===== src/hw/rtl/ats_pkg.sv =====
// Shared codes and constants for the animation timeline stepper.
package ats_pkg;

  localparam int DUR_W = 16;
  localparam int LOOP_W = 17;
  localparam int FUNC_W = 3;
  localparam int CFG_IDX_W = 2;
  localparam int CFG_DATA_W = 17;

  typedef enum logic [FUNC_W-1:0] {
    FN_START  = 3'd0,
    FN_TICK   = 3'd1,
    FN_PAUSE  = 3'd2,
    FN_RESUME = 3'd3,
    FN_FINISH = 3'd4,
    FN_CANCEL = 3'd5
  } func_code_t;

  typedef enum logic [CFG_IDX_W-1:0] {
    CFG_DELAY    = 2'd0,
    CFG_DURATION = 2'd1,
    CFG_LOOPS    = 2'd2,
    CFG_YOYO     = 2'd3
  } cfg_index_t;

endpackage


===== src/hw/rtl/ats_alu.sv =====
// Shared add/subtract unit with carry out (carry set on subtract means no borrow).
module ats_alu #(
  parameter int AW = 32
) (
  input  logic [AW-1:0] a,
  input  logic [AW-1:0] b,
  input  logic          sub,
  output logic [AW-1:0] sum,
  output logic          carry
);

  logic [AW-1:0] b_eff;

  assign b_eff = sub ? ~b : b;
  assign {carry, sum} = {1'b0, a} + {1'b0, b_eff} + {{AW{1'b0}}, sub};

endmodule


===== src/hw/rtl/animation_timeline_stepper.sv =====
// Animation timeline stepper: timestamped commands in, progress beats out.
//
// Input channel (in_valid/in_stall) carries func, now_time and stop_request.
// Output channel (out_valid/out_stall) carries one result beat per input beat:
// progress (Q1.FRAC_BITS), progress_valid, finished, running, is_paused.
// Config channel (cfg_valid/cfg_ready, cfg_index, cfg_data) writes delay_time,
// leg_duration, loop_total and yoyo_mode; cfg_ready is always high.
//
// One input beat is handled at a time. A tick on a running, unpaused run walks
// the shared add/subtract unit through elapsed time, delay and duration checks,
// then a restoring division one quotient bit per cycle, and a mirror step on
// reverse legs, before the output register is loaded. A pause on a running,
// unpaused run only sums elapsed time; other commands go straight to output.
// in_stall is high from accept until the result is written to the output
// register; a new beat can be accepted while that result waits.
// If out_stall holds the output register full, the finished item waits in
// its last step and in_stall stays high.
// Synchronous reset clears the run state and output valid and loads the
// registers with delay 0, duration 1, one loop, no yoyo.
module animation_timeline_stepper import ats_pkg::*; #(
  parameter int TIME_WIDTH = 32,
  parameter int FRAC_BITS  = 16
) (
  input  logic                  clk,
  input  logic                  rst,
  input  logic                  cfg_valid,
  output logic                  cfg_ready,
  input  logic [CFG_IDX_W-1:0]  cfg_index,
  input  logic [CFG_DATA_W-1:0] cfg_data,
  input  logic                  in_valid,
  output logic                  in_stall,
  input  logic [FUNC_W-1:0]     func,
  input  logic [31:0]           now_time,
  input  logic                  stop_request,
  output logic                  out_valid,
  input  logic                  out_stall,
  output logic [FRAC_BITS:0]    progress,
  output logic                  progress_valid,
  output logic                  finished,
  output logic                  running,
  output logic                  is_paused
);

  localparam int PW  = FRAC_BITS + 1;
  localparam int AW0 = (TIME_WIDTH > PW) ? TIME_WIDTH : PW;
  localparam int AW  = (AW0 > DUR_W + 1) ? AW0 : DUR_W + 1;
  localparam int CW  = $clog2(FRAC_BITS);
  localparam logic [PW-1:0] ONE = {1'b1, {FRAC_BITS{1'b0}}};

  typedef enum logic [7:0] {
    S_IDLE = 8'b0000_0001,
    S_SUB  = 8'b0000_0010,
    S_ADD  = 8'b0000_0100,
    S_DLY  = 8'b0000_1000,
    S_CMP  = 8'b0001_0000,
    S_DIV  = 8'b0010_0000,
    S_MIR  = 8'b0100_0000,
    S_OUT  = 8'b1000_0000
  } state_t;

  state_t state;

  // configuration
  logic [DUR_W-1:0]  delay_time;
  logic [DUR_W-1:0]  leg_duration;
  logic [LOOP_W-1:0] loop_total;
  logic              yoyo_mode;

  // run state
  logic [TIME_WIDTH-1:0] leg_start, leg_start_next;
  logic [TIME_WIDTH-1:0] banked, banked_next;
  logic [DUR_W-1:0]      cycles_left, cycles_left_next;
  logic                  rev, rev_next;
  logic                  hold, hold_next;
  logic                  active, active_next;

  // item being worked
  logic [FUNC_W-1:0]     func_r;
  logic [TIME_WIDTH-1:0] now_r;
  logic                  stop_r;
  logic                  prog_ok;
  logic                  leg_done;
  logic [AW-1:0]         acc;
  logic [PW-1:0]         q;
  logic [CW-1:0]         cnt;

  logic [TIME_WIDTH+31:0] now_wide;
  logic [DUR_W-1:0]       dur;
  logic [AW-1:0]          alu_a, alu_b, alu_sum;
  logic                   alu_sub, alu_carry;
  logic                   out_free;
  logic                   out_load;
  logic                   do_count;
  logic [PW-1:0]          o_prog;
  logic                   o_pv, o_fin;

  assign cfg_ready = 1'b1;
  assign in_stall  = (state != S_IDLE);
  assign out_free  = !out_valid || !out_stall;
  assign out_load  = (state == S_OUT) && out_free;
  assign now_wide  = {{TIME_WIDTH{1'b0}}, now_time};
  assign dur       = (leg_duration == '0) ? DUR_W'(1) : leg_duration;

  ats_alu #(.AW(AW)) u_alu (
    .a    (alu_a),
    .b    (alu_b),
    .sub  (alu_sub),
    .sum  (alu_sum),
    .carry(alu_carry)
  );

  always_comb begin
    alu_a   = '0;
    alu_b   = '0;
    alu_sub = 1'b0;
    unique case (state)
      S_SUB: begin
        alu_a   = AW'(now_r);
        alu_b   = AW'(leg_start);
        alu_sub = 1'b1;
      end
      S_ADD: begin
        alu_a = acc;
        alu_b = AW'(banked);
      end
      S_DLY: begin
        alu_a   = acc;
        alu_b   = AW'(delay_time);
        alu_sub = 1'b1;
      end
      S_CMP: begin
        alu_a   = acc;
        alu_b   = AW'(dur);
        alu_sub = 1'b1;
      end
      S_DIV: begin
        alu_a   = {acc[AW-2:0], 1'b0};
        alu_b   = AW'(dur);
        alu_sub = 1'b1;
      end
      S_MIR: begin
        alu_a   = AW'(ONE);
        alu_b   = AW'(q);
        alu_sub = 1'b1;
      end
      default: begin
        alu_a   = '0;
      end
    endcase
  end

  // bookkeeping applied when the result is written
  always_comb begin
    leg_start_next   = leg_start;
    banked_next      = banked;
    cycles_left_next = cycles_left;
    rev_next         = rev;
    hold_next        = hold;
    active_next      = active;
    o_prog           = '0;
    o_pv             = 1'b0;
    o_fin            = 1'b0;
    do_count         = 1'b0;
    case (func_r)
      FN_START: begin
        active_next      = 1'b1;
        hold_next        = 1'b0;
        rev_next         = 1'b0;
        leg_start_next   = now_r;
        banked_next      = '0;
        cycles_left_next = loop_total[LOOP_W-1] ? '0 : loop_total[DUR_W-1:0];
      end
      FN_TICK: begin
        if (prog_ok) begin
          o_prog = q;
          o_pv   = 1'b1;
          if (stop_r) begin
            o_fin = 1'b1;
          end else if (leg_done) begin
            if (yoyo_mode) begin
              rev_next = !rev;
              if (rev) begin
                do_count = 1'b1;
              end else begin
                leg_start_next = now_r;
                banked_next    = '0;
              end
            end else begin
              do_count = 1'b1;
            end
          end
        end
      end
      FN_PAUSE: begin
        if (active && !hold) begin
          banked_next = acc[TIME_WIDTH-1:0];
          hold_next   = 1'b1;
        end
      end
      FN_RESUME: begin
        if (active && hold) begin
          leg_start_next = now_r;
          hold_next      = 1'b0;
        end
      end
      FN_FINISH: begin
        if (active) begin
          o_prog = rev ? '0 : ONE;
          o_pv   = 1'b1;
          o_fin  = 1'b1;
        end
      end
      FN_CANCEL: begin
        if (active) begin
          active_next = 1'b0;
          hold_next   = 1'b0;
          rev_next    = 1'b0;
        end
      end
      default: begin
        o_pv = 1'b0;
      end
    endcase
    if (do_count) begin
      if (!loop_total[LOOP_W-1] && cycles_left < DUR_W'(2)) begin
        cycles_left_next = '0;
        o_fin            = 1'b1;
      end else begin
        if (!loop_total[LOOP_W-1]) begin
          cycles_left_next = cycles_left - DUR_W'(1);
        end
        leg_start_next = now_r;
        banked_next    = '0;
      end
    end
    if (o_fin) begin
      active_next = 1'b0;
      hold_next   = 1'b0;
      rev_next    = 1'b0;
    end
  end

  always_ff @(posedge clk) begin
    if (rst) begin
      delay_time   <= '0;
      leg_duration <= DUR_W'(1);
      loop_total   <= LOOP_W'(1);
      yoyo_mode    <= 1'b0;
    end else if (cfg_valid && cfg_ready) begin
      unique case (cfg_index)
        CFG_DELAY:    delay_time   <= cfg_data[DUR_W-1:0];
        CFG_DURATION: leg_duration <= cfg_data[DUR_W-1:0];
        CFG_LOOPS:    loop_total   <= cfg_data[LOOP_W-1:0];
        CFG_YOYO:     yoyo_mode    <= cfg_data[0];
        default:      yoyo_mode    <= yoyo_mode;
      endcase
    end
  end

  always_ff @(posedge clk) begin
    if (rst) begin
      state       <= S_IDLE;
      leg_start   <= '0;
      banked      <= '0;
      cycles_left <= '0;
      rev         <= 1'b0;
      hold        <= 1'b0;
      active      <= 1'b0;
      out_valid   <= 1'b0;
      prog_ok     <= 1'b0;
      leg_done    <= 1'b0;
    end else begin
      if (out_load) begin
        out_valid <= 1'b1;
      end else if (out_valid && !out_stall) begin
        out_valid <= 1'b0;
      end
      unique case (state)
        S_IDLE: begin
          if (in_valid) begin
            func_r   <= func;
            now_r    <= now_wide[TIME_WIDTH-1:0];
            stop_r   <= stop_request;
            prog_ok  <= 1'b0;
            leg_done <= 1'b0;
            if ((func == FN_TICK || func == FN_PAUSE) && active && !hold) begin
              state <= S_SUB;
            end else begin
              state <= S_OUT;
            end
          end
        end
        S_SUB: begin
          acc   <= AW'(alu_sum[TIME_WIDTH-1:0]);
          state <= S_ADD;
        end
        S_ADD: begin
          acc   <= AW'(alu_sum[TIME_WIDTH-1:0]);
          state <= (func_r == FN_PAUSE) ? S_OUT : S_DLY;
        end
        S_DLY: begin
          if (alu_carry) begin
            acc   <= alu_sum;
            state <= S_CMP;
          end else begin
            state <= S_OUT;
          end
        end
        S_CMP: begin
          prog_ok  <= 1'b1;
          leg_done <= alu_carry;
          if (alu_carry) begin
            q     <= ONE;
            state <= rev ? S_MIR : S_OUT;
          end else begin
            q     <= '0;
            cnt   <= CW'(FRAC_BITS - 1);
            state <= S_DIV;
          end
        end
        S_DIV: begin
          if (alu_carry) begin
            acc <= alu_sum;
            q   <= {q[PW-2:0], 1'b1};
          end else begin
            acc <= {acc[AW-2:0], 1'b0};
            q   <= {q[PW-2:0], 1'b0};
          end
          if (cnt == '0) begin
            state <= rev ? S_MIR : S_OUT;
          end else begin
            cnt <= cnt - CW'(1);
          end
        end
        S_MIR: begin
          q     <= alu_sum[PW-1:0];
          state <= S_OUT;
        end
        S_OUT: begin
          if (out_free) begin
            leg_start      <= leg_start_next;
            banked         <= banked_next;
            cycles_left    <= cycles_left_next;
            rev            <= rev_next;
            hold           <= hold_next;
            active         <= active_next;
            progress       <= o_prog;
            progress_valid <= o_pv;
            finished       <= o_fin;
            running        <= active_next;
            is_paused      <= active_next && hold_next;
            state          <= S_IDLE;
          end
        end
        default: begin
          state <= S_IDLE;
        end
      endcase
    end
  end

  a_paused_needs_run: assert property (@(posedge clk) disable iff (rst)
    out_valid && is_paused |-> running)
    else $error("paused result without an active run");

  a_finish_ends_run: assert property (@(posedge clk) disable iff (rst)
    out_valid && finished |-> !running)
    else $error("finished result while run still active");

  a_progress_zero: assert property (@(posedge clk) disable iff (rst)
    out_valid && !progress_valid |-> progress == '0)
    else $error("progress nonzero without progress_valid");

  a_progress_range: assert property (@(posedge clk) disable iff (rst)
    out_valid |-> progress <= ONE)
    else $error("progress above one");

  a_div_rem: assert property (@(posedge clk) disable iff (rst)
    state == S_DIV |-> acc < AW'(dur))
    else $error("division remainder not below duration");

endmodule


===== config.mk =====
export PLATFORM = sky130hd
export DESIGN_NAME = animation_timeline_stepper
export DESIGN_NICKNAME = d
export VERILOG_FILES = /design/src/hw/rtl/ats_pkg.sv /design/src/hw/rtl/ats_alu.sv /design/src/hw/rtl/animation_timeline_stepper.sv
export SDC_FILE = /design/constraint.sdc
export NUM_CORES = 1
export LEC_CHECK = 0
export ABC_AREA = 1
export BUFFER_PORTS_ARGS = -buffer_cell sky130_fd_sc_hd__buf_4
export CORE_ASPECT_RATIO = 1.5
export CORE_MARGIN = 3
export CORE_UTILIZATION = 35
export DETAILED_ROUTE_END_ITERATION = 6
export PLACE_DENSITY = 0.56
export SYNTH_ARGS = -nofsm -noshare
export SYNTH_HDL_FRONTEND = slang
export SYNTH_SLANG_ARGS = --single-unit

===== constraint.sdc =====
create_clock -name clk -period 11.35 [get_ports clk]
set_clock_uncertainty 0.1 [all_clocks]
set_input_delay 1.7025 -clock clk [delete_from_list [all_inputs] [get_ports clk]]
set_output_delay 1.7025 -clock clk [all_outputs]
set_load 0.05 [all_outputs]

* Word-level counts from Yosys, hierarchy flattened *
Index checks and enable logic that the tools add are counted.

storage, ports and cells
  register bits after elaboration = 254
  latch bits = 0
  RAM bits = 0
  memory bits (read-only) = 0
  bits of input ports = 60
  output and inout port bits = 24
  word-level logic and storage cells = 187
  memories kept = 0

cells by class
  add/subtract/negate cells = 4
  $mul = 0
  div/mod/pow operators = 0
  order comparisons = 1
  eq/ne operators = 30
  shift operators = 0
  multiplexer cells = 83
  bitwise logic cells = 2
  reductions and logical operators = 42

operator list
  cell                   number
  $mux 32                19
  $pmux 32 s3            3
  $pmux 32 s5            1
  $pmux 32 s4            1
  $mux 16                6
  $mux 17                4
  $mux 8                 8
  $pmux 8 s8             1
  $pmux 17 s3            1
  $pmux 17 s2            1
  $add 32x32->33         1
  $add 33x1->33          1
  $not 32->32            1
  $mux 1                 28
  $logic_not 16->1       1
  $lt 16x2->1 const B    1
  $sub 16x1->16 const B  1
  $ne 3x3->1 const B     5
  $reduce_and 2->1       7
  $ne 2x2->1 const B     6
  $reduce_and 3->1       4
  $pmux 1 s2             5
  $eq 3x2->1 const B     3
  $eq 8x1->1 const B     1
  32 further kinds       52

* Longest topological paths before layout *
Gate-level depths: netlist of run 1.

  depth in word-level cells = 9
  mapped depth = 27
  gate-level depth less buffers = 26

* Modules after synthesis *
Synthesis of run 1 repeated with hierarchy kept, for this count alone.

second synthesis, totals
  cells, all modules = 2306
  area, all modules = 15992.8 µm²

by module, submodules not included
  module                      instances  cells an instance  area an instance (µm²)  sequential area each (µm²)
  animation_timeline_stepper  1          1822               13421.6                 6185.9
  ats_alu                     1          484                2571.2                  0.0

* Least setup slack after synthesis of run 1 *
OpenSTA, ideal clock, no wires.

  kind = in2reg
  start point = input port rst
  end point = register func_r[0], enable pin
  data arrival time = 3.805 ns
  path slack = 7.016 ns
  cell stages on the path = 4
  buffers on the path = 3
  cell sequence = clkbuf_1 -> clkbuf_1 -> clkbuf_1 -> nor2_1

between the ends
  longest elaborated chain between the ends = 2

ends and longest elaborated chain
  element                            RTL line                           RTL
  from (decl)                        animation_timeline_stepper.sv:25   input logic rst,
  $not 1->1 (no source line)         --
  $reduce_and 3->1 (no source line)  --
  to (signal assigned)               animation_timeline_stepper.sv:281  func_r <= func;
  to (decl)                          animation_timeline_stepper.sv:78   logic [FUNC_W-1:0] func_r;

Every way passes these cells.
A chain may end at the register's enable or synchronous reset.

* Worst setup path after layout of run 1 *
  start point = register state[1]
  end point = register acc[30], data pin

between the ends
  longest elaborated chain between the ends = 9

ends and longest elaborated chain
  element                                          RTL line                                                              RTL
  from (decl)                                      animation_timeline_stepper.sv:61                                      state_t state;
  from (signal assigned)                           animation_timeline_stepper.sv:299                                     state <= (func_r == FN_PAUSE) ? S_OUT : S_DLY;
  from (signal assigned)                           animation_timeline_stepper.sv:314                                     state <= rev ? S_MIR : S_OUT;
  from (signal assigned)                           animation_timeline_stepper.sv:330                                     state <= rev ? S_MIR : S_OUT;
  $eq 8x6->1 / $eq 8x5->1 (equally long branches)  animation_timeline_stepper.sv:116, animation_timeline_stepper.sv:278
  $reduce_or 2->1 (no source line)                 --
  $pmux 32 s5                                      animation_timeline_stepper.sv:116                                     unique case (state)
  $not 32->32                                      ats_alu.sv:14                                                         assign b_eff = sub ? ~b : b;
  $mux 32                                          ats_alu.sv:14
  $add 32x32->33                                   ats_alu.sv:15                                                         assign {carry, sum} = {1'b0, a} + {1'b0, b_eff} + {{AW{1'b0}}, sub};
  $add 33x1->33                                    ats_alu.sv:15
  $mux 32 (on tied branches)                       animation_timeline_stepper.sv:322, animation_timeline_stepper.sv:302
  $pmux 32 s3 *                                    animation_timeline_stepper.sv:278                                     unique case (state)
  to (signal assigned)                             animation_timeline_stepper.sv:294                                     acc <= AW'(alu_sum[TIME_WIDTH-1:0]);
  to (signal assigned)                             animation_timeline_stepper.sv:323                                     acc <= alu_sum;
  to (signal assigned)                             animation_timeline_stepper.sv:326                                     acc <= {acc[AW-2:0], 1'b0};
  to (decl)                                        animation_timeline_stepper.sv:83                                      logic [AW-1:0] acc;

Every way passes the cells marked *; elsewhere a longest branch is shown, timed or not. The select of a mux whose other input is x is not followed.

==> results of run 1 <==
[synth_stat cells, types with 8 or more instances]
| cell type | instances |
|---|---|
| dfxtp_1 | 144 |
| nand2_2 | 17 |
| ha_1 | 33 |
| nand4_1 | 8 |
| o21ai_0 | 168 |
| inv_1 | 160 |
| o211ai_1 | 13 |
| nand3_1 | 44 |
| nor3_1 | 17 |
| a211oi_1 | 10 |
| a21oi_1 | 118 |
| a221oi_1 | 10 |
| inv_2 | 15 |
| xor2_1 | 16 |
| o22ai_1 | 13 |
| a22oi_1 | 103 |
| nand2_1 | 316 |
| buf_2 | 16 |
| o21ai_1 | 10 |
| nor2_1 | 244 |
| edfxtp_1 | 110 |
| clkbuf_1 | 58 |
[power groups by stage]
| stage | clock network [W] | logic [W] | registers (W) |
|---|---|---|---|
| finish | 0.000927 | 0.000186 | 0.00100 |
| global route | 0.000981 | 0.000208 | 0.00101 |
| CTS | 0.000948 | 0.000186 | 0.00100 |
| detailed placement | 0 | 0.000185 | 0.00102 |
| global placement | 0 | 0.000183 | 0.00102 |
| floorplan | 0 | 0.000122 | 0.00102 |
[layout make-up]
cell class,instances,share of cell area
Sequential cell,254,0.393
Inverter,183,0.0438
Timing Repair Buffer,96,0.0458
Multi-Input combinational cell,1233,0.421
Clock buffer,32,0.0454
Clock inverter,16,0.0120
Tap cell,495,0.0394
[final timing paths]
path                       from       endpoint  cells after the start
hold reg to reg   leg_start[13]  leg_start[13]                      2
setup / recovery       state[1]        acc[30]                     23
setup reg to reg       state[1]        acc[30]                     23
hold / removal    leg_start[13]  leg_start[13]                      2
[routing by layer]
layer / GRT usage / vias to the layer above / wire length (um)
li1: - / 6101 / -
met1: 0.239 / 5949 / 17800
met2: 0.409 / 361 / 24900
met3: 0.0215 / 105 / 1770
met4: 0.103 / 0 / 2440
met5: 0 / - / 0
[metrics by stage]
step	setup WS, ns	cell area, um^2	cells	util
after floorplan	7.02	13800	1753	-
after global placement	6.27	14800	2261	0.383
after detailed placement	6.18	14800	2261	0.383
after CTS	6.16	15700	2309	0.406
after global routing	5.79	15700	2309	0.406
final	6.14	15700	2309	0.406
[flip-flops by register name (all words and copies together) (netlist names), 3 cells and up]
signal	count
cycles_left	16
func_r	3
q	17
delay_time	16
leg_duration	16
state	8
leg_start	32
now_r	32
acc	32
cnt	4
banked	32
loop_total	17
progress	17
[kinds of logic (layout without fill, tap and decap cells)]
kind of cell               count (synthesis)  in the layout  synth area share
and+or+nand+nor                          678            678             0.210
AOI/OAI and AO/OA                        497            497             0.220
buffers and inverters                    266            327            0.0763
DFF                                      254            254             0.447
adders and majority gates                 34             34            0.0313
xor gates and xnor gates                  23             23            0.0146
other                                      1              1          0.000271
[worst max-delay path: stages (launching register included)]
cell	delay, ns
dfxtp_1	0.36
inv_2	0.06
nand2_4	0.12
nor2_8	0.06
nand2_4	0.45
nand3_4	0.18
nor2_8	0.44
clkinv_1	0.45
a41o_1	0.33
fa_1	0.42
nand2_1	0.08
nand2_1	0.06
o21ai_2	0.08
o21ai_2	0.10
nand3_1	0.09
nand2_2	0.07
nand3_1	0.09
nand2_2	0.11
nand3_2	0.08
nand2_2	0.09
nor2_4	0.46
inv_4	0.33
o21ai_0	0.25
inv_1	0.05
==> metrics.txt, run 1 <==
Int Pwr 0.00158 W; initial core utilization 0.357; hold_ws about 0.36 ns; nets 1889; ys async rst share 0; Rel. slew slack 0.239; top post-synthesis cells by area edfxtp_1 (24%), dfxtp_1 (21%), nand2_1 (8.6%), nor2_1 (6.6%), o21ai_0 (6.1%); Die Area between 0.04 and 0.05 mm^2; # clock sinks about 250; status finished clean; initial antenna violation count 0; drt via density 5.42; vias in the first global route 12464; first-pass GRT wire length 71400 um; Setup Fix Bufs, Post-CTS 0; layout cells sized above 1 0.111; Crit Path Max Fanout 45; actual slew at the worst max-slew pin 1.14 ns; synth unique cells 59; Synth Net Count 1847; Total Power approximately 0.0021 W; global route overflow 0; Post-synth EDFFs 110; CTS tree yes; switching power 0.000536 W; Yosys top cell by area edfxtp_1; Worst EP arrival 5.42 ns; final worst path period need 5.21 ns; Core Box Area between 0.03 and 0.04 mm^2; # port buffers 82; Worst-path clk slew about 0.060 ns; most common cell after layout, fill and taps aside nand2_1; CTS Buf Count 27; Ports 84; Die Ht ~250 um; Area Overhead vs Synth 13.8%; Achievable Freq 192 MHz; most frequent cells in the layout nand2_1 (316), nor2_1 (242), o21ai_0 (168), inv_1 (159), dfxtp_1 (144); post-synthesis sequential area ratio 0.447; Reg area approximately 0.0062 mm^2; CP Capture Type register; Syn Std Cell Area around 0.014 mm^2; Crit path required time 11.56 ns; PostCTS Resize Cnt 0; final period utilization 0.459; unrepaired setup endpoints after global routing no; antenna-violating nets left 0; Synth Flop Type dfxtp_1; Skew-Pair Late Insertion Delay 0.56 ns; max-slew violations 0; Die Width 168 um; mean post-synth cell area 7.89 um^2; sequential share of power 0.474; final setup vio count 0; Overall Global Routing Usage 0.216; area of the multi-input gates ~0.0066 mm^2; Synth top area share 0.239; VDD IR-drop max 0.0996 mV; drt first-iter violations 858; Hold WC Path Type reg -> reg; ANT cells 0; DRT Wirelength ~47000 um; Power Density 134 mW/mm^2; WL/cell between 20 and 25 um; R2R setup slack about 6 ns; synth warn 0; Pleak 6.20 nW; cts hold-fix bufs 0; Final Hold Vio Count 0; clk root buf clkbuf_16; Critical Path Source Type register; critical path type reg -> reg; Max Root-Sink Buffers 3; switching share of power 0.253; Post-Synthesis Cells around 1800; via count 12516; Pre-Repair DR Iteration Count 6; hpwl dp 34100 um; Clock power frac 0.438; Final GP Congestion 0.910; H-tree depth 1; max-cap violations 0; largest net degree at the start of global routing 63; combinational share of power 0.088; Core Rows 88; Yosys reg bits 254; # fillers 4034; DRC 0; TNS Setup 0 ns
(Power assumes the default switching activity.)
==> run 2, diff against run 1 <==
ABC_AREA = 0   (was 1)
PLACE_DENSITY = 0.58   (was 0.56)
clock period = 4.25 ns   (was 11.35 ns; I/O delays follow)
==> run 2 against run 1 <==
Net effect: the flow now finishes with violations (negative setup slack); synthesized cell count down 20%; fmax increased by 17%; register-to-register slack got worse by 6.4 ns; utilization grew 7.5 points; worst hold slack lost 0.21 ns; final area is 11% higher; critical path type unchanged.
==> metrics.txt, run 2 <==
status complete, but fails checks; failing checks negative setup slack; via count between 10000 and 15000; Yosys top cell by area edfxtp_1; Skew-Pair Late Insertion Delay 0.56 ns; actual slew at the worst max-slew pin 1.02 ns; Worst path slowest cell or4_4; largest net degree at the start of global routing 92; CP delay by family, top simple AND/OR/NAND/NOR gates; switching power between 0.001 and 0.0015 W; post-route setup slack -0.208 ns; Core Rows 85; Syn Std Cell Area 0.0130 mm^2; post-synthesis sequential area ratio 0.475; Achievable Freq ~220 MHz; drt first-iter violations between 800 and 900; ANT cells 0; DRT Wirelength 41800 um; Pre-Repair DR Iteration Count 5; Die Ht between 200 and 250 um; vias in the first global route 11860; H-tree depth 1; CTS tree yes; Yosys reg bits approximately 250; clk root buf clkbuf_16; hold path depth 1; first-pass GRT wire length about 64000 um; global route overflow 0; DRC 0; mean post-synth cell area ~9.3 um^2; switching share of power 0.228; final worst path period need 4.46 ns; initial antenna violation count 0; Die Area a little under 0.04 mm^2; top post-synthesis cells by area edfxtp_1 (25%), dfxtp_1 (22%), nand2_1 (6.4%), a21oi_1 (5.2%), a22oi_1 (5.0%); Crit Path Max Fanout 6; area of the multi-input gates 0.00705 mm^2; Power Density 301 mW/mm^2; nets 1746; Overall Global Routing Usage 0.202; TNS Setup -9.29 ns; Synth Flop Type dfxtp_1; layout cells sized above 1 0.279; Synth Net Count approximately 1500; Ports 84; top cells by count, synth nand2_1 (222), dfxtp_1 (144), a21oi_1 (136), nor2_1 (136), edfxtp_1 (110); combinational share of power 0.046; final period utilization 1.05; synth warn 0; Rel. slew slack 0.318; cell with the most instances after synthesis nand2_1; # port buffers 82; Synth top area share 0.254; cts hold-fix bufs 0; most frequent cells in the layout buf_4 (264), nand2_1 (215), dfxtp_1 (138), a21oi_1 (131), nor2_1 (130); Critical Path Source Type register; Post-Synthesis Cells 1407; final setup vio count 69; WP depth 19; Cell Chain, Critical Path or4_4, or3_4, nor3b_4, buf_6, buf_12, a22oi_2, nand2_2, fa_2, a21o_1, a221oi_4, o22ai_2, nand4b_1, nand2_2, a211o_1, buf_6, nand2_8, a221oi_4, buf_6, clkbuf_16; WL/cell 19.4 um; Area Overhead vs Synth 34.0%; synth unique cells 78; Crit path required time about 4.4 ns; CP Capture Type register; Max Root-Sink Buffers 3; Die Width 164 um; CP most frequent cell buf_6; Reg area ~0.0062 mm^2; hpwl dp 28200 um; Hold WC Path Type in -> reg; most common cell after layout, fill and taps aside buf_4; initial core utilization 0.359; Worst-path clk slew 0.07 ns; antenna-violating nets left 0; VDD IR-drop max 0.285 mV; Int Pwr 0.00406 W; CTS Buf Count 27; Clock power frac 0.458; max-slew violations 0; R2R cell count 19; Buf+Inv Stages, Crit Path 5; Post-synth EDFFs 110; ys async rst share 0; critical path type reg -> reg; # clock sinks 254; Pleak a little under 7 nW; unrepaired setup endpoints after global routing yes; Critical Path Max Stage Delay about 0.55 ns; Core Box Area 0.0363 mm^2; sequential share of power 0.496; drt via density 5.50; final core occ 0.481; # fillers 3377; Final Hold Vio Count 0; Final GP Congestion 0.887; Worst EP arrival 4.62 ns; max-cap violations 0
==> run 2: worst paths after layout <==
check             slack [ns]        endpoint           start
setup / recovery       -0.21         acc[16]        state[2]
hold / removal          0.16       now_r[25]    now_time[25]
setup reg to reg       -0.21         acc[16]        state[2]
hold reg to reg         0.35  loop_total[10]  loop_total[10]
==> run 2: cell families (layout without fill, tap and decap cells) <==
family | Yosys count | after routing | share of synthesized area
flops | 254 | 254 | 0.475
mux | 52 | 52 | 0.0416
compound gates | 417 | 417 | 0.215
other cells | 1 | 1 | 0.000288
fa+ha+maj | 34 | 34 | 0.0332
buf+inv | 107 | 372 | 0.0319
simple gates | 510 | 510 | 0.182
xor+xnor | 32 | 32 | 0.0215
==> run 2: final cells by class <==
type | instances | area share
Inverter | 16 | 0.00344
Timing Repair Buffer | 307 | 0.152
Clock inverter | 11 | 0.00695
Clock buffer | 38 | 0.0440
Multi-Input combinational cell | 1046 | 0.404
Sequential cell | 254 | 0.355
Tap cell | 478 | 0.0343
==> run 2: what timing repair did <==
item                       CTS  global route
cloned                       6             3
buffers inserted            25            25
pin swaps                   28            39
resized for setup           43            83
setup endpoints to repair   70            76
==> run 2: worst reg2reg max path, cell delays in order (launching register included) <==
cell       delay, ns
dfxtp_2         0.32
or4_4           0.55
or3_4           0.38
nor3b_4         0.23
buf_6           0.18
buf_12          0.12
a22oi_2         0.05
nand2_2         0.10
fa_2            0.22
a21o_1          0.18
a221oi_4        0.09
o22ai_2         0.26
nand4b_1        0.19
nand2_2         0.13
a211o_1         0.21
buf_6           0.15
nand2_8         0.05
a221oi_4        0.33
buf_6           0.20
clkbuf_16       0.17
==> run 2: stage by stage <==
step / power [W] / setup slack, ns / cells / hold slack (ns) / area (um^2)
global placement: 0.00289 / -0.270 / 2054 / 0.340 / 15600
detailed placement: 0.00290 / -0.297 / 2054 / 0.344 / 15600
finish: 0.00525 / -0.208 / 2150 / 0.156 / 17500
global route: 0.00542 / -0.327 / 2150 / 0.132 / 17500
floorplan: 0.00277 / -0.478 / 1407 / 0.332 / 13300
CTS: 0.00531 / -0.227 / 2133 / 0.128 / 16900
==> run 2: power by group through the flow <==
| stage | clock, W | combinational, W | sequential, W |
|---|---|---|---|
| floorplan | 0 | 0.000123 | 0.00265 |
| global placement | 0 | 0.000236 | 0.00266 |
| detailed placement | 0 | 0.000240 | 0.00266 |
| CTS | 0.00247 | 0.000243 | 0.00260 |
| global route | 0.00255 | 0.000265 | 0.00261 |
| finish | 0.00241 | 0.000241 | 0.00260 |
==> run 2: layer usage <==
| layer | share of wire | global-route usage |
|---|---|---|
| met5 | 0 | 0 |
| met4 | 0.033 | 0.0690 |
| met3 | 0.047 | 0.0231 |
| met2 | 0.52 | 0.365 |
| met1 | 0.40 | 0.247 |
